## config.mk

```make
export PLATFORM = sky130hd
export DESIGN_NAME = parity_checksum_line_deframer_flat
export DESIGN_NICKNAME = d
export VERILOG_FILES = /design/src/rtl/pcd_pkg.sv /design/src/rtl/pcd_in_if.sv /design/src/rtl/pcd_out_if.sv /design/src/rtl/pcd_ctrl.sv /design/src/rtl/pcd_dp.sv /design/src/rtl/parity_checksum_line_deframer.sv /design/src/flat_wrapper.sv
export VERILOG_INCLUDE_DIRS = /design/src /design/src/rtl
export SDC_FILE = /design/constraint.sdc
export NUM_CORES = 1
export LEC_CHECK = 0
export ABC_AREA = 1
export BUFFER_PORTS_ARGS = -buffer_cell sky130_fd_sc_hd__clkbuf_2
export CAP_MARGIN = 20
export CORE_MARGIN = 10
export CORE_UTILIZATION = 55
export DETAILED_ROUTE_END_ITERATION = 6
export PLACE_DENSITY_LB_ADDON = 0.15
export SLEW_MARGIN = 5
export SYNTH_ARGS = -nofsm -noshare
export SYNTH_HDL_FRONTEND = slang
export SYNTH_SLANG_ARGS = --single-unit
```

## constraint.sdc

```tcl
create_clock -name clk -period 14.99 [get_ports clk]
set_clock_uncertainty 0.1 [all_clocks]
set_input_delay 2.998 -clock clk [delete_from_list [all_inputs] [get_ports clk]]
set_output_delay 2.998 -clock clk [all_outputs]
set_load 0.05 [all_outputs]
```

## src/rtl/assert_macros.svh

```systemverilog
// Assertion macros shared by the line deframer RTL.
// Depends on nothing; included by the modules that carry checks.
`ifndef ASSERT_MACROS_SVH
`define ASSERT_MACROS_SVH
`ifndef SYNTHESIS
// Condition must hold on every clock edge outside reset.
`define ASSERT_ALWAYS(label, clk, rstn, cond, msg) \
  label: assert property (@(posedge clk) disable iff (!(rstn)) (cond)) else $error(msg);
// Consequent must hold in the same cycle as the antecedent.
`define ASSERT_IMPLY(label, clk, rstn, ante, cons, msg) \
  label: assert property (@(posedge clk) disable iff (!(rstn)) (ante) |-> (cons)) \
    else $error(msg);
// Consequent must hold in the cycle after the antecedent.
`define ASSERT_NEXT(label, clk, rstn, ante, cons, msg) \
  label: assert property (@(posedge clk) disable iff (!(rstn)) (ante) |=> (cons)) \
    else $error(msg);
`else
`define ASSERT_ALWAYS(label, clk, rstn, cond, msg)
`define ASSERT_IMPLY(label, clk, rstn, ante, cons, msg)
`define ASSERT_NEXT(label, clk, rstn, ante, cons, msg)
`endif
`endif

```

## src/rtl/pcd_pkg.sv

```systemverilog
// Package for the parity/checksum line deframer: widths, reset values,
// register indexes and the controller/datapath command and status structs.
package pcd_pkg;

  localparam int BYTE_W         = 8;
  localparam int TOTAL_W        = 16;
  localparam int SUM_W          = 14;
  localparam int CFG_IDX_W      = 2;
  localparam int LINE_BYTES_DEF = 64;

  localparam logic [BYTE_W-1:0]    TERM_RESET = 8'd20;
  localparam logic [BYTE_W-1:0]    MARK_RESET = 8'd64;
  localparam logic [CFG_IDX_W-1:0] CFG_TERM   = 2'd0;
  localparam logic [CFG_IDX_W-1:0] CFG_MARK   = 2'd1;

  // Commands from the controller to the datapath.
  typedef struct packed {
    logic take_data;  // data or terminator byte accepted
    logic take_ckh;   // high checksum byte accepted
    logic take_ckl;   // low checksum byte accepted, line end decision
    logic clear;      // line state back to empty
    logic rd_en;      // read the buffer at the slot index
    logic cnt_rd;     // this read feeds the mark counter
    logic idx_inc;    // advance the slot index
    logic idx_zero;   // rewind the slot index
    logic load;       // load one slot into the output register
  } pcd_cmd_t;

  // Status from the datapath to the controller.
  typedef struct packed {
    logic is_term;    // input byte equals the terminator
    logic pf;         // a parity error was seen in this line
    logic len_zero;   // no slot stored
    logic rd_last;    // slot index points at the final stored slot
    logic out_free;   // output register can take a slot this cycle
  } pcd_sts_t;

  function automatic logic even_parity(input logic [BYTE_W-1:0] v);
    return ~(^v);
  endfunction

endpackage

```

## src/rtl/pcd_in_if.sv

```systemverilog
// Input request channel of the line deframer: one raw byte per request.
// Depends on pcd_pkg.
interface pcd_in_if;
  import pcd_pkg::*;

  logic              valid;
  logic              ready;
  logic [BYTE_W-1:0] raw_byte;

  modport source (output valid, output raw_byte, input ready);
  modport sink (input valid, input raw_byte, output ready);
endinterface

```

## src/rtl/pcd_out_if.sv

```systemverilog
// Result request channel of the line deframer: one line slot per request.
// Depends on pcd_pkg.
interface pcd_out_if;
  import pcd_pkg::*;

  logic               valid;
  logic               ready;
  logic [BYTE_W-1:0]  out_byte;
  logic               last;
  logic [TOTAL_W-1:0] bad_byte_total;
  logic [TOTAL_W-1:0] bad_line_total;

  modport source (output valid, output out_byte, output last, output bad_byte_total,
                  output bad_line_total, input ready);
  modport sink (input valid, input out_byte, input last, input bad_byte_total,
                input bad_line_total, output ready);
endinterface

```

## src/rtl/pcd_ctrl.sv

```systemverilog
// Controller of the line deframer: phase tracking and the buffer walks
// at line end. Depends on pcd_pkg and assert_macros.svh.
`include "assert_macros.svh"
module pcd_ctrl (
  input  logic             clk,
  input  logic             rst_n,
  input  logic             in_valid_i,
  output logic             in_ready_o,
  input  pcd_pkg::pcd_sts_t sts_i,
  output pcd_pkg::pcd_cmd_t cmd_o
);
  import pcd_pkg::*;

  typedef enum logic [6:0] {
    S_DATA   = 7'b0000001,
    S_CKH    = 7'b0000010,
    S_CKL    = 7'b0000100,
    S_COUNT  = 7'b0001000,
    S_CNTEND = 7'b0010000,
    S_EMRD   = 7'b0100000,
    S_EMWR   = 7'b1000000
  } state_t;

  state_t state_r, state_nxt;
  logic   in_fire;

  assign in_ready_o = state_r inside {S_DATA, S_CKH, S_CKL};
  assign in_fire    = in_valid_i && in_ready_o;

  always_comb begin
    state_nxt = state_r;
    cmd_o     = '0;
    case (state_r)
      S_DATA: begin
        if (in_fire) begin
          cmd_o.take_data = 1'b1;
          if (sts_i.is_term) state_nxt = S_CKH;
        end
      end
      S_CKH: begin
        if (in_fire) begin
          cmd_o.take_ckh = 1'b1;
          state_nxt      = S_CKL;
        end
      end
      S_CKL: begin
        if (in_fire) begin
          cmd_o.take_ckl = 1'b1;
          if (sts_i.len_zero) begin
            cmd_o.clear = 1'b1;
            state_nxt   = S_DATA;
          end else if (sts_i.pf) begin
            state_nxt = S_COUNT;
          end else begin
            state_nxt = S_EMRD;
          end
        end
      end
      S_COUNT: begin
        cmd_o.rd_en   = 1'b1;
        cmd_o.cnt_rd  = 1'b1;
        cmd_o.idx_inc = 1'b1;
        if (sts_i.rd_last) state_nxt = S_CNTEND;
      end
      S_CNTEND: begin
        cmd_o.idx_zero = 1'b1;
        state_nxt      = S_EMRD;
      end
      S_EMRD: begin
        cmd_o.rd_en = 1'b1;
        state_nxt   = S_EMWR;
      end
      S_EMWR: begin
        if (sts_i.out_free) begin
          cmd_o.load    = 1'b1;
          cmd_o.idx_inc = 1'b1;
          if (sts_i.rd_last) begin
            cmd_o.clear = 1'b1;
            state_nxt   = S_DATA;
          end else begin
            state_nxt = S_EMRD;
          end
        end
      end
      default: state_nxt = S_DATA;
    endcase
  end

  always_ff @(posedge clk) begin
    if (!rst_n) begin
      state_r <= S_DATA;
    end else begin
      state_r <= state_nxt;
    end
  end

  `ASSERT_NEXT(a_emit_waits, clk, rst_n, (state_r == S_EMWR) && !sts_i.out_free,
               state_r == S_EMWR, "slot dropped while output register busy")
  `ASSERT_IMPLY(a_no_load_when_taking, clk, rst_n, in_ready_o, !cmd_o.load && !cmd_o.rd_en,
                "buffer walk while input is open")
  `ASSERT_NEXT(a_pf_counts, clk, rst_n, in_fire && (state_r == S_CKL) && sts_i.pf &&
               !sts_i.len_zero, state_r == S_COUNT, "parity-failed line skipped counting")
  `ASSERT_NEXT(a_last_returns, clk, rst_n, cmd_o.load && sts_i.rd_last,
               state_r == S_DATA, "line end did not reopen input")
endmodule

```

## src/rtl/pcd_dp.sv

```systemverilog
// Datapath of the line deframer: config registers, line buffer, line sum,
// flags, running totals and the output register. Depends on pcd_pkg and
// assert_macros.svh.
`include "assert_macros.svh"
module pcd_dp #(
  parameter int LINE_BYTES = pcd_pkg::LINE_BYTES_DEF
) (
  input  logic                           clk,
  input  logic                           rst_n,
  input  logic                           cfg_we,
  input  logic [pcd_pkg::CFG_IDX_W-1:0]  cfg_index,
  input  logic [pcd_pkg::BYTE_W-1:0]     cfg_wdata,
  input  logic [pcd_pkg::BYTE_W-1:0]     raw_byte_i,
  input  pcd_pkg::pcd_cmd_t              cmd_i,
  output pcd_pkg::pcd_sts_t              sts_o,
  output logic                           out_valid_o,
  input  logic                           out_ready_i,
  output logic [pcd_pkg::BYTE_W-1:0]     out_byte_o,
  output logic                           out_last_o,
  output logic [pcd_pkg::TOTAL_W-1:0]    bad_byte_total_o,
  output logic [pcd_pkg::TOTAL_W-1:0]    bad_line_total_o
);
  import pcd_pkg::*;

  localparam int LEN_W  = $clog2(LINE_BYTES + 1);
  localparam int ADDR_W = $clog2(LINE_BYTES);
  localparam logic [LEN_W-1:0]   LEN_FULL = LEN_W'(LINE_BYTES);
  localparam logic [TOTAL_W-1:0] TOT_MAX  = {TOTAL_W{1'b1}};

  logic [BYTE_W-1:0]  term_r, mark_r;
  logic [BYTE_W-1:0]  mem [LINE_BYTES];
  logic [BYTE_W-1:0]  rd_data_r;
  logic [LEN_W-1:0]   len_r, data_len_r;
  logic [SUM_W-1:0]   sum_r;
  logic               pf_r, ovf_r, mark_all_r, cmp_vld_r;
  logic [BYTE_W-1:0]  cks_hi_r;
  logic [ADDR_W-1:0]  idx_r;
  logic [TOTAL_W-1:0] bad_bytes_r, bad_lines_r;
  logic               out_valid_r, out_last_r;
  logic [BYTE_W-1:0]  out_byte_r;
  logic [TOTAL_W-1:0] out_bb_r, out_bl_r;

  logic              full, good, store, line_fail;
  logic [BYTE_W-1:0] wr_data, slot_val;

  assign full      = (len_r == LEN_FULL);
  assign good      = even_parity(raw_byte_i);
  assign store     = cmd_i.take_data && !full;
  assign wr_data   = good ? {1'b0, raw_byte_i[BYTE_W-1:1]} : mark_r;
  assign line_fail = !pf_r && (({{(TOTAL_W - SUM_W){1'b0}}, sum_r} != {cks_hi_r, raw_byte_i})
                               || ovf_r);
  assign slot_val  = (mark_all_r && (LEN_W'(idx_r) < data_len_r)) ? mark_r : rd_data_r;

  assign sts_o.is_term  = (raw_byte_i == term_r);
  assign sts_o.pf       = pf_r;
  assign sts_o.len_zero = (len_r == '0);
  assign sts_o.rd_last  = (LEN_W'(idx_r) == (len_r - LEN_W'(1)));
  assign sts_o.out_free = !out_valid_r || out_ready_i;

  // Configuration registers.
  always_ff @(posedge clk) begin
    if (!rst_n) begin
      term_r <= TERM_RESET;
      mark_r <= MARK_RESET;
    end else if (cfg_we) begin
      if (cfg_index == CFG_TERM) term_r <= cfg_wdata;
      if (cfg_index == CFG_MARK) mark_r <= cfg_wdata;
    end
  end

  // Line buffer: one write port, one registered read port.
  always_ff @(posedge clk) begin
    if (store) mem[len_r[ADDR_W-1:0]] <= wr_data;
    if (cmd_i.rd_en) rd_data_r <= mem[idx_r];
  end

  // Line state.
  always_ff @(posedge clk) begin
    if (!rst_n) begin
      len_r      <= '0;
      data_len_r <= '0;
      sum_r      <= '0;
      pf_r       <= 1'b0;
      ovf_r      <= 1'b0;
      mark_all_r <= 1'b0;
      cks_hi_r   <= '0;
    end else if (cmd_i.clear) begin
      len_r      <= '0;
      data_len_r <= '0;
      sum_r      <= '0;
      pf_r       <= 1'b0;
      ovf_r      <= 1'b0;
      mark_all_r <= 1'b0;
      cks_hi_r   <= '0;
    end else begin
      if (cmd_i.take_data && sts_o.is_term) data_len_r <= len_r;
      if (cmd_i.take_data && full) ovf_r <= 1'b1;
      if (store) begin
        len_r <= len_r + LEN_W'(1);
        sum_r <= sum_r + SUM_W'(raw_byte_i);
        if (!good) pf_r <= 1'b1;
      end
      if (cmd_i.take_ckh) cks_hi_r <= raw_byte_i;
      if (cmd_i.take_ckl) mark_all_r <= line_fail;
    end
  end

  // Slot index and mark counter pipeline.
  always_ff @(posedge clk) begin
    if (!rst_n) begin
      idx_r     <= '0;
      cmp_vld_r <= 1'b0;
    end else begin
      cmp_vld_r <= cmd_i.cnt_rd;
      if (cmd_i.take_ckl || cmd_i.idx_zero) idx_r <= '0;
      else if (cmd_i.idx_inc) idx_r <= idx_r + ADDR_W'(1);
    end
  end

  // Running totals, saturating.
  always_ff @(posedge clk) begin
    if (!rst_n) begin
      bad_bytes_r <= '0;
      bad_lines_r <= '0;
    end else begin
      if (cmp_vld_r && (rd_data_r == mark_r) && (bad_bytes_r != TOT_MAX))
        bad_bytes_r <= bad_bytes_r + TOTAL_W'(1);
      if (cmd_i.take_ckl && line_fail && (bad_lines_r != TOT_MAX))
        bad_lines_r <= bad_lines_r + TOTAL_W'(1);
    end
  end

  // Output register.
  always_ff @(posedge clk) begin
    if (!rst_n) begin
      out_valid_r <= 1'b0;
    end else if (cmd_i.load) begin
      out_valid_r <= 1'b1;
    end else if (out_ready_i) begin
      out_valid_r <= 1'b0;
    end
  end

  always_ff @(posedge clk) begin
    if (cmd_i.load) begin
      out_byte_r <= slot_val;
      out_last_r <= sts_o.rd_last;
      out_bb_r   <= bad_bytes_r;
      out_bl_r   <= bad_lines_r;
    end
  end

  assign out_valid_o      = out_valid_r;
  assign out_byte_o       = out_byte_r;
  assign out_last_o       = out_last_r;
  assign bad_byte_total_o = out_bb_r;
  assign bad_line_total_o = out_bl_r;

  `ASSERT_ALWAYS(a_len_bound, clk, rst_n, len_r <= LEN_FULL, "line length past buffer")
  `ASSERT_IMPLY(a_ovf_full, clk, rst_n, ovf_r, full, "overflow flagged with room left")
  `ASSERT_NEXT(a_last_clears, clk, rst_n, cmd_i.load && sts_o.rd_last,
               (len_r == '0) && !pf_r && out_last_r, "line state kept after final slot")
endmodule

```

## src/rtl/parity_checksum_line_deframer.sv

```systemverilog
// Parity/checksum line deframer, top level: controller plus datapath.
// Depends on pcd_pkg, pcd_in_if, pcd_out_if, pcd_ctrl and pcd_dp.
//
// The block takes raw bytes one per request. Each data byte is checked for
// even parity; a good byte is kept shifted right by one and a bad one is kept
// as the mark character. The terminator byte is stored and summed like data,
// and the two bytes after it form a big-endian checksum that is compared
// against the 14-bit line sum. If the line had no parity error but the
// checksum does not match (or the line overran its buffer of LINE_BYTES
// slots), every slot before the terminator slot comes out as the mark and the
// bad line total rises. If the line had a parity error, the slots equal to the
// mark are counted into the bad byte total first. Each output request carries
// one slot, a last flag on the final slot, and both totals as they stand after
// this line. The input never stalls on data or checksum bytes. At line end
// the input stalls while the buffer, a single memory with a registered read
// port, is walked: a parity-failed line first gets a counting pass over its
// stored slots, then each slot is read from the buffer and then loaded into
// the output register, and the walk waits while the sink stalls. The output
// register lets the last slot wait while the next line's bytes come in.
// Configuration writes take effect on the next cycle; index 0 is the
// terminator, index 1 the mark, other indexes are ignored. The buffer needs
// no clearing after reset.
module parity_checksum_line_deframer #(
  parameter int LINE_BYTES = pcd_pkg::LINE_BYTES_DEF
) (
  input  logic                          clk,
  input  logic                          rst_n,
  input  logic                          cfg_we,
  input  logic [pcd_pkg::CFG_IDX_W-1:0] cfg_index,
  input  logic [pcd_pkg::BYTE_W-1:0]    cfg_wdata,
  pcd_in_if.sink                        in_ch,
  pcd_out_if.source                     out_ch
);
  import pcd_pkg::*;

  pcd_cmd_t cmd;
  pcd_sts_t sts;

  // The controller owns the handshake on the input side and sequences the
  // line-end walks; the datapath owns all storage and the output register.
  pcd_ctrl u_ctrl (
    .clk        (clk),
    .rst_n      (rst_n),
    .in_valid_i (in_ch.valid),
    .in_ready_o (in_ch.ready),
    .sts_i      (sts),
    .cmd_o      (cmd)
  );

  pcd_dp #(
    .LINE_BYTES (LINE_BYTES)
  ) u_dp (
    .clk              (clk),
    .rst_n            (rst_n),
    .cfg_we           (cfg_we),
    .cfg_index        (cfg_index),
    .cfg_wdata        (cfg_wdata),
    .raw_byte_i       (in_ch.raw_byte),
    .cmd_i            (cmd),
    .sts_o            (sts),
    .out_valid_o      (out_ch.valid),
    .out_ready_i      (out_ch.ready),
    .out_byte_o       (out_ch.out_byte),
    .out_last_o       (out_ch.last),
    .bad_byte_total_o (out_ch.bad_byte_total),
    .bad_line_total_o (out_ch.bad_line_total)
  );
endmodule
```

## src/flat_wrapper.sv

```systemverilog
// flat-port wrapper written by rule: the top's interface ports become plain ports
module parity_checksum_line_deframer_flat import pcd_pkg::*;
#(
  parameter int LINE_BYTES = pcd_pkg::LINE_BYTES_DEF
)
  (clk, rst_n, cfg_we, cfg_index, cfg_wdata, in_ch_valid, in_ch_raw_byte, in_ch_ready, out_ch_valid, out_ch_out_byte, out_ch_last, out_ch_bad_byte_total, out_ch_bad_line_total, out_ch_ready);
  pcd_in_if in_ch_i ();
  pcd_out_if out_ch_i ();
  input  logic clk;
  input  logic rst_n;
  input  logic cfg_we;
  input  logic [pcd_pkg::CFG_IDX_W-1:0] cfg_index;
  input  logic [pcd_pkg::BYTE_W-1:0] cfg_wdata;
  input wire logic [$bits(in_ch_i.valid)-1:0] in_ch_valid;
  input wire logic [$bits(in_ch_i.raw_byte)-1:0] in_ch_raw_byte;
  output wire logic [$bits(in_ch_i.ready)-1:0] in_ch_ready;
  output wire logic [$bits(out_ch_i.valid)-1:0] out_ch_valid;
  output wire logic [$bits(out_ch_i.out_byte)-1:0] out_ch_out_byte;
  output wire logic [$bits(out_ch_i.last)-1:0] out_ch_last;
  output wire logic [$bits(out_ch_i.bad_byte_total)-1:0] out_ch_bad_byte_total;
  output wire logic [$bits(out_ch_i.bad_line_total)-1:0] out_ch_bad_line_total;
  input wire logic [$bits(out_ch_i.ready)-1:0] out_ch_ready;
  assign in_ch_i.valid = in_ch_valid;
  assign in_ch_i.raw_byte = in_ch_raw_byte;
  assign in_ch_ready = in_ch_i.ready;
  assign out_ch_valid = out_ch_i.valid;
  assign out_ch_out_byte = out_ch_i.out_byte;
  assign out_ch_last = out_ch_i.last;
  assign out_ch_bad_byte_total = out_ch_i.bad_byte_total;
  assign out_ch_bad_line_total = out_ch_i.bad_line_total;
  assign out_ch_i.ready = out_ch_ready;
  parity_checksum_line_deframer #(.LINE_BYTES(LINE_BYTES)) u_core (.clk(clk), .rst_n(rst_n), .cfg_we(cfg_we), .cfg_index(cfg_index), .cfg_wdata(cfg_wdata), .in_ch(in_ch_i), .out_ch(out_ch_i));
endmodule
```

# ---- Word level (Yosys, flattened, before mapping)
# Memory sizes are Yosys's and may differ from the RTL's. A register that Yosys moved wholly into a read port is not among the register bits.
# Cells that the tools add are included.
dict set report op_classes {
  n_reduce_logical 28
  n_eq_ne 21
  mux 31
  magnitude_cmp 1
  bitwise_logic 1
  n_addsub 6
}
# operator n
set op_table {}
lappend op_table {{$mux 7} 7}
lappend op_table {{$pmux 7 s7} 1}
lappend op_table {{$add 16x1->16 const B} 2}
lappend op_table {{$ne 16x16->1 const B} 2}
lappend op_table {{$eq 8x8->1} 2}
lappend op_table {{$mux 1} 16}
lappend op_table {{$mux 8} 2}
lappend op_table {{$ne 14x16->1} 1}
lappend op_table {{$add 14x8->14} 1}
lappend op_table {{$eq 7x7->1 const B} 2}
lappend op_table {{$mux 6} 2}
lappend op_table {{$logic_and 1x1->1} 10}
lappend op_table {{$ne 2x2->1 const B} 4}
lappend op_table {{$reduce_xor 8->1} 1}
lappend op_table {{$add 7x1->7 const B} 1}
lappend op_table {{$eq 6x7->1} 1}
lappend op_table {{$eq 7x1->1 const B} 1}
lappend op_table {{$eq 7x2->1 const B} 1}
lappend op_table {{$eq 7x3->1 const B} 1}
lappend op_table {{$eq 7x4->1 const B} 1}
lappend op_table {{$eq 7x5->1 const B} 1}
lappend op_table {{$eq 7x6->1 const B} 1}
lappend op_table {{$logic_not 7->1} 1}
lappend op_table {{$lt 6x7->1} 1}
lappend op_table {{15 further kinds} 25}
dict set report totals {
  n_memories 1
  mem_bits_rw 512
  input_bits 23
  reg_bits 143
  output_inout_bits 43
}
# memory words word_bits read_ports rd_clocked_by_memory_dff write_ports line_no
set memory_table {}
lappend memory_table {u_core.u_dp.mem 64 8 1 1 1 pcd_dp.sv:31} ;# logic [BYTE_W-1:0] mem [LINE_BYTES];

# ---- Depth between registers and ports, before layout
dict set report logic_depth {
  word_depth 8
  depth_mapped 14
  ltp_nobuf 14
}

# ---- Hierarchy
# A second synthesis with hierarchy kept.
dict set report unflattened {
  cells_unflattened 2670
  hier_area_um2 28373.5
}
# mod seq_area_each_um2 cells_per_inst area_per_inst_um2 n_inst
set modules_own_cells {}
lappend modules_own_cells {pcd_dp 18748.0 2574 27796.7 1}
lappend modules_own_cells {pcd_ctrl 140.1 96 576.8 1}

# ---- Worst setup path after synthesis
# Ideal clock, no wire load.
dict set report synth_timing {
  path_kind {input to register}
  start {input port in_ch_raw_byte[2]}
  end {memory u_core.u_dp.mem[0][3] (data pin)}
  arrival_time_ns 6.254
  setup_time_ns 0.702
  slack_ns 7.934
  required_ns 14.188
  n_path_buf 1
  stages 6
  path_cell_list {xnor2_1 -> xnor2_1 -> or2_2 -> nand2_1 -> buf_4 -> o21ai_0}
}
dict set report synth_via {
  elab_chain_cells 2
}
# item line_no
set synth_lines {}
lappend synth_lines {{start, declared} flat_wrapper.sv:15} ;# input wire logic [$bits(in_ch_i.raw_byte)-1:0] in_ch_raw_byte;
lappend synth_lines {{$reduce_xor 8->1} pcd_pkg.sv:39} ;# return ~(^v);
lappend synth_lines {{$mux 8} pcd_dp.sv:49} ;# assign wr_data = good ? {1'b0, raw_byte_i[BYTE_W-1:1]} : mark_r;
lappend synth_lines {{named net u_core.u_dp.wr_data[3]} pcd_dp.sv:44} ;# logic [BYTE_W-1:0] wr_data, slot_val;
lappend synth_lines {{end, declared} pcd_dp.sv:31}
# The timed path passes the listed nets, and every way through them passes these cells.

# ---- Final worst setup path
dict set report layout_timing {
  start {register u_core.u_ctrl.state_r[2]}
  end {output port in_ch_ready}
}
dict set report layout_via {
  elab_chain_cells 2
}
# item line_no
set layout_lines {}
lappend layout_lines {{start, declared} pcd_ctrl.sv:24} ;# state_t state_r, state_nxt;
lappend layout_lines {{start signal, assigned} pcd_ctrl.sv:93} ;# state_r <= state_nxt;
lappend layout_lines {{$eq 7x1->1, or another cell as far along} pcd_ctrl.sv:27} ;# assign in_ready_o = state_r inside {S_DATA, S_CKH, S_CKL};
lappend layout_lines {{$reduce_bool 3->1 (*)} pcd_ctrl.sv:27}
lappend layout_lines {{end, declared} flat_wrapper.sv:16} ;# output wire logic [$bits(in_ch_i.ready)-1:0] in_ch_ready;
# Mark *: on every way between the ends. The rest lies on a longest branch, timed or not.

==> flow_summary.yaml <==
synthesis:
  synth_mux_area_share_pct: 0
  synthAdderAreaFrac_pct: 0.9215
  netlist.top_cell.by_area: "edfxtp_1"
  synth_top_flop_cell: "edfxtp_1"
  synth_area_um2: 27970
  post_synth_main_area_contributors: "edfxtp_1 60%, dfxtp_1 7.3%, nor2_1 6.2%"
  post_synth_inst_count: 2550
  synth-simple-area-share_pct: 15.28
  synth_enable_flop_cells: 561
  synth_top_family_by_area: "simple AND/OR/NAND/NOR gates"
  yosys_warnings: 0
  synth_sequential_area_ratio_pct: 67.53
  synth.net_count: 2593
  synth_area_per_cell_um2: 10.97
  synth-xor-area-share_pct: 1.628
  postSynth.asyncResetShare_pct: 0
  synth-compound-area-share_pct: 10.71
  synth.lib_cells_used.distinct: 43
  synth.top_cell.area_share_pct: 60.23
  synth_seq_cells: 663
setup_path:
  critical_path.endpoint_type: "output port"
  cp_common_cell: "nor2_1"
  arrival_ps: 2820
  cp_data_required_time_ps: 11890
  crit_slowest_cell: "nor2_1"
  worstSetupStartpoint: "u_core.u_ctrl.state_r[2]"
  worst_path_largest_cell_delay_ps: 630
  r2r-start: "u_core.u_dp.len_r[1]"
  cp_cell_sequence: "nor2_1, nand2_1, nor2_1, inv_1, nand3_1, clkbuf_2"
  critical_path_class: "reg2out"
  setup.worst_path.start_class: "flop"
  crit_fanout: 13
power_and_ir_drop:
  power.ir.vdd_worst_mv: 0.09163
  power_frac_clock_pct: 40.5
  power_density_nw_per_um2: 136.8
  combPwrFrac_pct: 9.5
  power.share.sequential_pct: 50.0
  internal-power_w: 0.003221
  p_leak_nw: 10.66
  power_switching_share_pct: 24.40
  total_switching_power_w: 0.001040
  p_total_w: 0.004261
grt:
  grt_antenna_before_repair: 0
  first_global_vias: 18560
  grt_pass1_wl_um: 108500
  globalRoute.totalOverflow: 0
  grt.total_usage_pct: 23.30
  grt_max_degree: 225
finish:
  final.fill_count: 3925
  final_core_util_pct: 62.10
  diodes: 0
  nNetsFinal: 2619
  layout.cells.most_common_list: "561 x edfxtp_1, 461 x nor2_1, 311 x nand2_1, 300 x o21ai_0, 119 x nand3_1"
  fin_cells: 3302
  layout.cells.most_common: "edfxtp_1"
  area_delta_synth_final_pct: 11.39
  layout-drive-gt1-share_pct: 9.240
routing:
  finalWirelength_um: 71020
  avgRoutedWirePerCell_um: 21.51
  route.detailed.drc: 0
  top_layer: "met4"
  vias: 19430
  met2RoutedLength_um: 33450
  detail_route.wirelength.met1_um: 29530
  routed-wl-met3_um: 5564
  post_drt_via_cell_ratio: 5.883
  dr.pass1.iters: 7
  first_drt_iteration_drcs: 2226
  postRouteAntennaNets: 0
timing:
  timing.final.hold_violations: 0
  timing.setup.tns_ps: 0
  worst_slew_margin_rel_pct: 30.31
  setup_viol_count_final: 0
  tightest_slew_ps: 1045
  fmax_mhz: 169.0
  hold-worst-slack_ps: 359.0
  min_period_over_period_pct: 39.48
  slew_violations: 0
  layout_min_cycle_time_ps: 5918
  rsz_0062_raised_after_global_routing: "no"
clock_network:
  post-cts-setup-buffers: 0
  worstSkewPairLatency_ps: 610
  cts_hold_repair.buffers: 0
  numCtsBuffers: 70
  post_cts.resized_instances: 0
  clk_root_buffer_cell: "clkbuf_16"
  tritoncts: "done"
  maximum_buffer_depth_of_the_clock_tree: 3
  htree_num_levels: 3
  numClockSinks: 663
  worst_setup_hold_path_clk_slew_ps: 60
worst_hold_path:
  timing.hold.worst.class: "reg2reg"
  hp-start: "u_core.u_dp.bad_bytes_r[15]"
placement:
  gp_routability_congestion: 0.9030
  place_inst: 3170
  port-buffer-count: 65
  place.detailed.hpwl_um: 42880
floorplanning:
  floorplan.core_area_um2: 50170
  core.rowCount: 82
  initial_cell_density_of_the_core_pct: 55.75
  floorplan.die.width_um: 245.5
  top_level_ports: 66
  dieHeight_um: 245.5
  die_area_um2: 60270
run:
  maxCapViolCount: 0
run_status:
  status: "finished, final reports clean"
power groups by stage:
stage	clock network [W]	registers (W)	logic, W
CTS	0.00175	0.00213	0.000404
global placement	0	0.00217	0.000398
floorplan	0	0.00217	0.000230
global route	0.00183	0.00213	0.000442
finish	0.00173	0.00213	0.000406
detailed placement	0	0.00217	0.000403
final cells by class:
cell class,instances,area [um^2],share of cell area (%)
clock inverters,35,375.4,1.205
inverters,125,474.2,1.522
well taps,672,840.8,2.699
repair buffers,91,568.0,1.823
clock buffers,91,1914,6.144
multi-input cells,1625,8087,25.95
flip-flops and latches,663,18900,60.65
synthesized netlist by cell type (all sizes together) (19+ instances only):
cell type / instances
o21ai: 306
edfxtp: 561
ha: 19
nand4: 60
o22ai: 67
buf: 54
xor2: 31
xnor2: 21
inv: 124
dfxtp: 102
nor2: 472
nand2: 314
o211ai: 64
a21oi: 99
clkbuf: 83
nand3: 123
nor3: 32
sequential cells by signal, indices dropped and copies added (netlist names):
signal / flops
u_core.u_dp.cks_hi_r: 8
u_core.u_dp.mark_r: 8
u_core.u_dp.term_r: 8
u_core.u_dp.pf_r: 1
u_core.u_dp.sum_r: 14
u_core.u_dp.mark_all_r: 1
u_core.u_dp.ovf_r: 1
u_core.u_dp.bad_line_total_o: 16
u_core.u_dp.bad_bytes_r: 16
u_core.u_dp.cmp_vld_r: 1
u_core.u_dp.bad_lines_r: 16
u_core.u_dp.bad_byte_total_o: 16
u_core.u_dp.len_r: 7
u_core.u_dp.data_len_r: 7
u_core.u_dp.mem: 512
u_core.u_dp.out_last_o: 1
u_core.u_dp.out_byte_o: 8
u_core.u_dp.idx_r: 6
u_core.u_ctrl.state_r: 7
u_core.u_dp.out_valid_o: 1
u_core.u_dp.rd_data_r: 8
final timing paths:
| kind | to | slack, ps | cells past startpoint |
|---|---|---|---|
| min reg2reg | u_core.u_dp.bad_byte_total_o[15] | 360 | 0 |
| max reg2reg | u_core.u_dp.mem[38][5] | 11180 | 9 |
| max | in_ch_ready | 9070 | 6 |
| min | u_core.u_dp.bad_byte_total_o[15] | 360 | 0 |
metal layers:
metal / vias up / GRT usage [%]
li1: 9109 / -
met1: 9325 / 31.49
met2: 849 / 37.09
met3: 142 / 3.768
met4: 0 / 9.602
met5: - / 0
logic make-up (layout without fill, tap and decap cells):
| kind of cell | Yosys count | after routing |
|---|---|---|
| AND/OR/NAND/NOR | 1009 | 1009 |
| flip-flops | 663 | 663 |
| AO/OA/AOI/OAI | 544 | 544 |
| buffers and inverters | 262 | 342 |
| XOR/XNOR | 52 | 52 |
| adder cells (fa/ha/maj) | 20 | 20 |
per-stage QoR:
stage | setup slack, ps | instance area [um^2]
after floorplan | 7934 | 27970
after global placement | 8932 | 28780
after detailed placement | 8786 | 28780
after CTS | 9070 | 31070
after global routing | 8902 | 31160
final | 9072 | 31160
critical path: cells and delay by family, from the launching register on:
family	cells	cell delay [ps]
buf+inv	2	530
simple gates	4	1370
flops	1	320
Power figures use the tool's default switching activity.
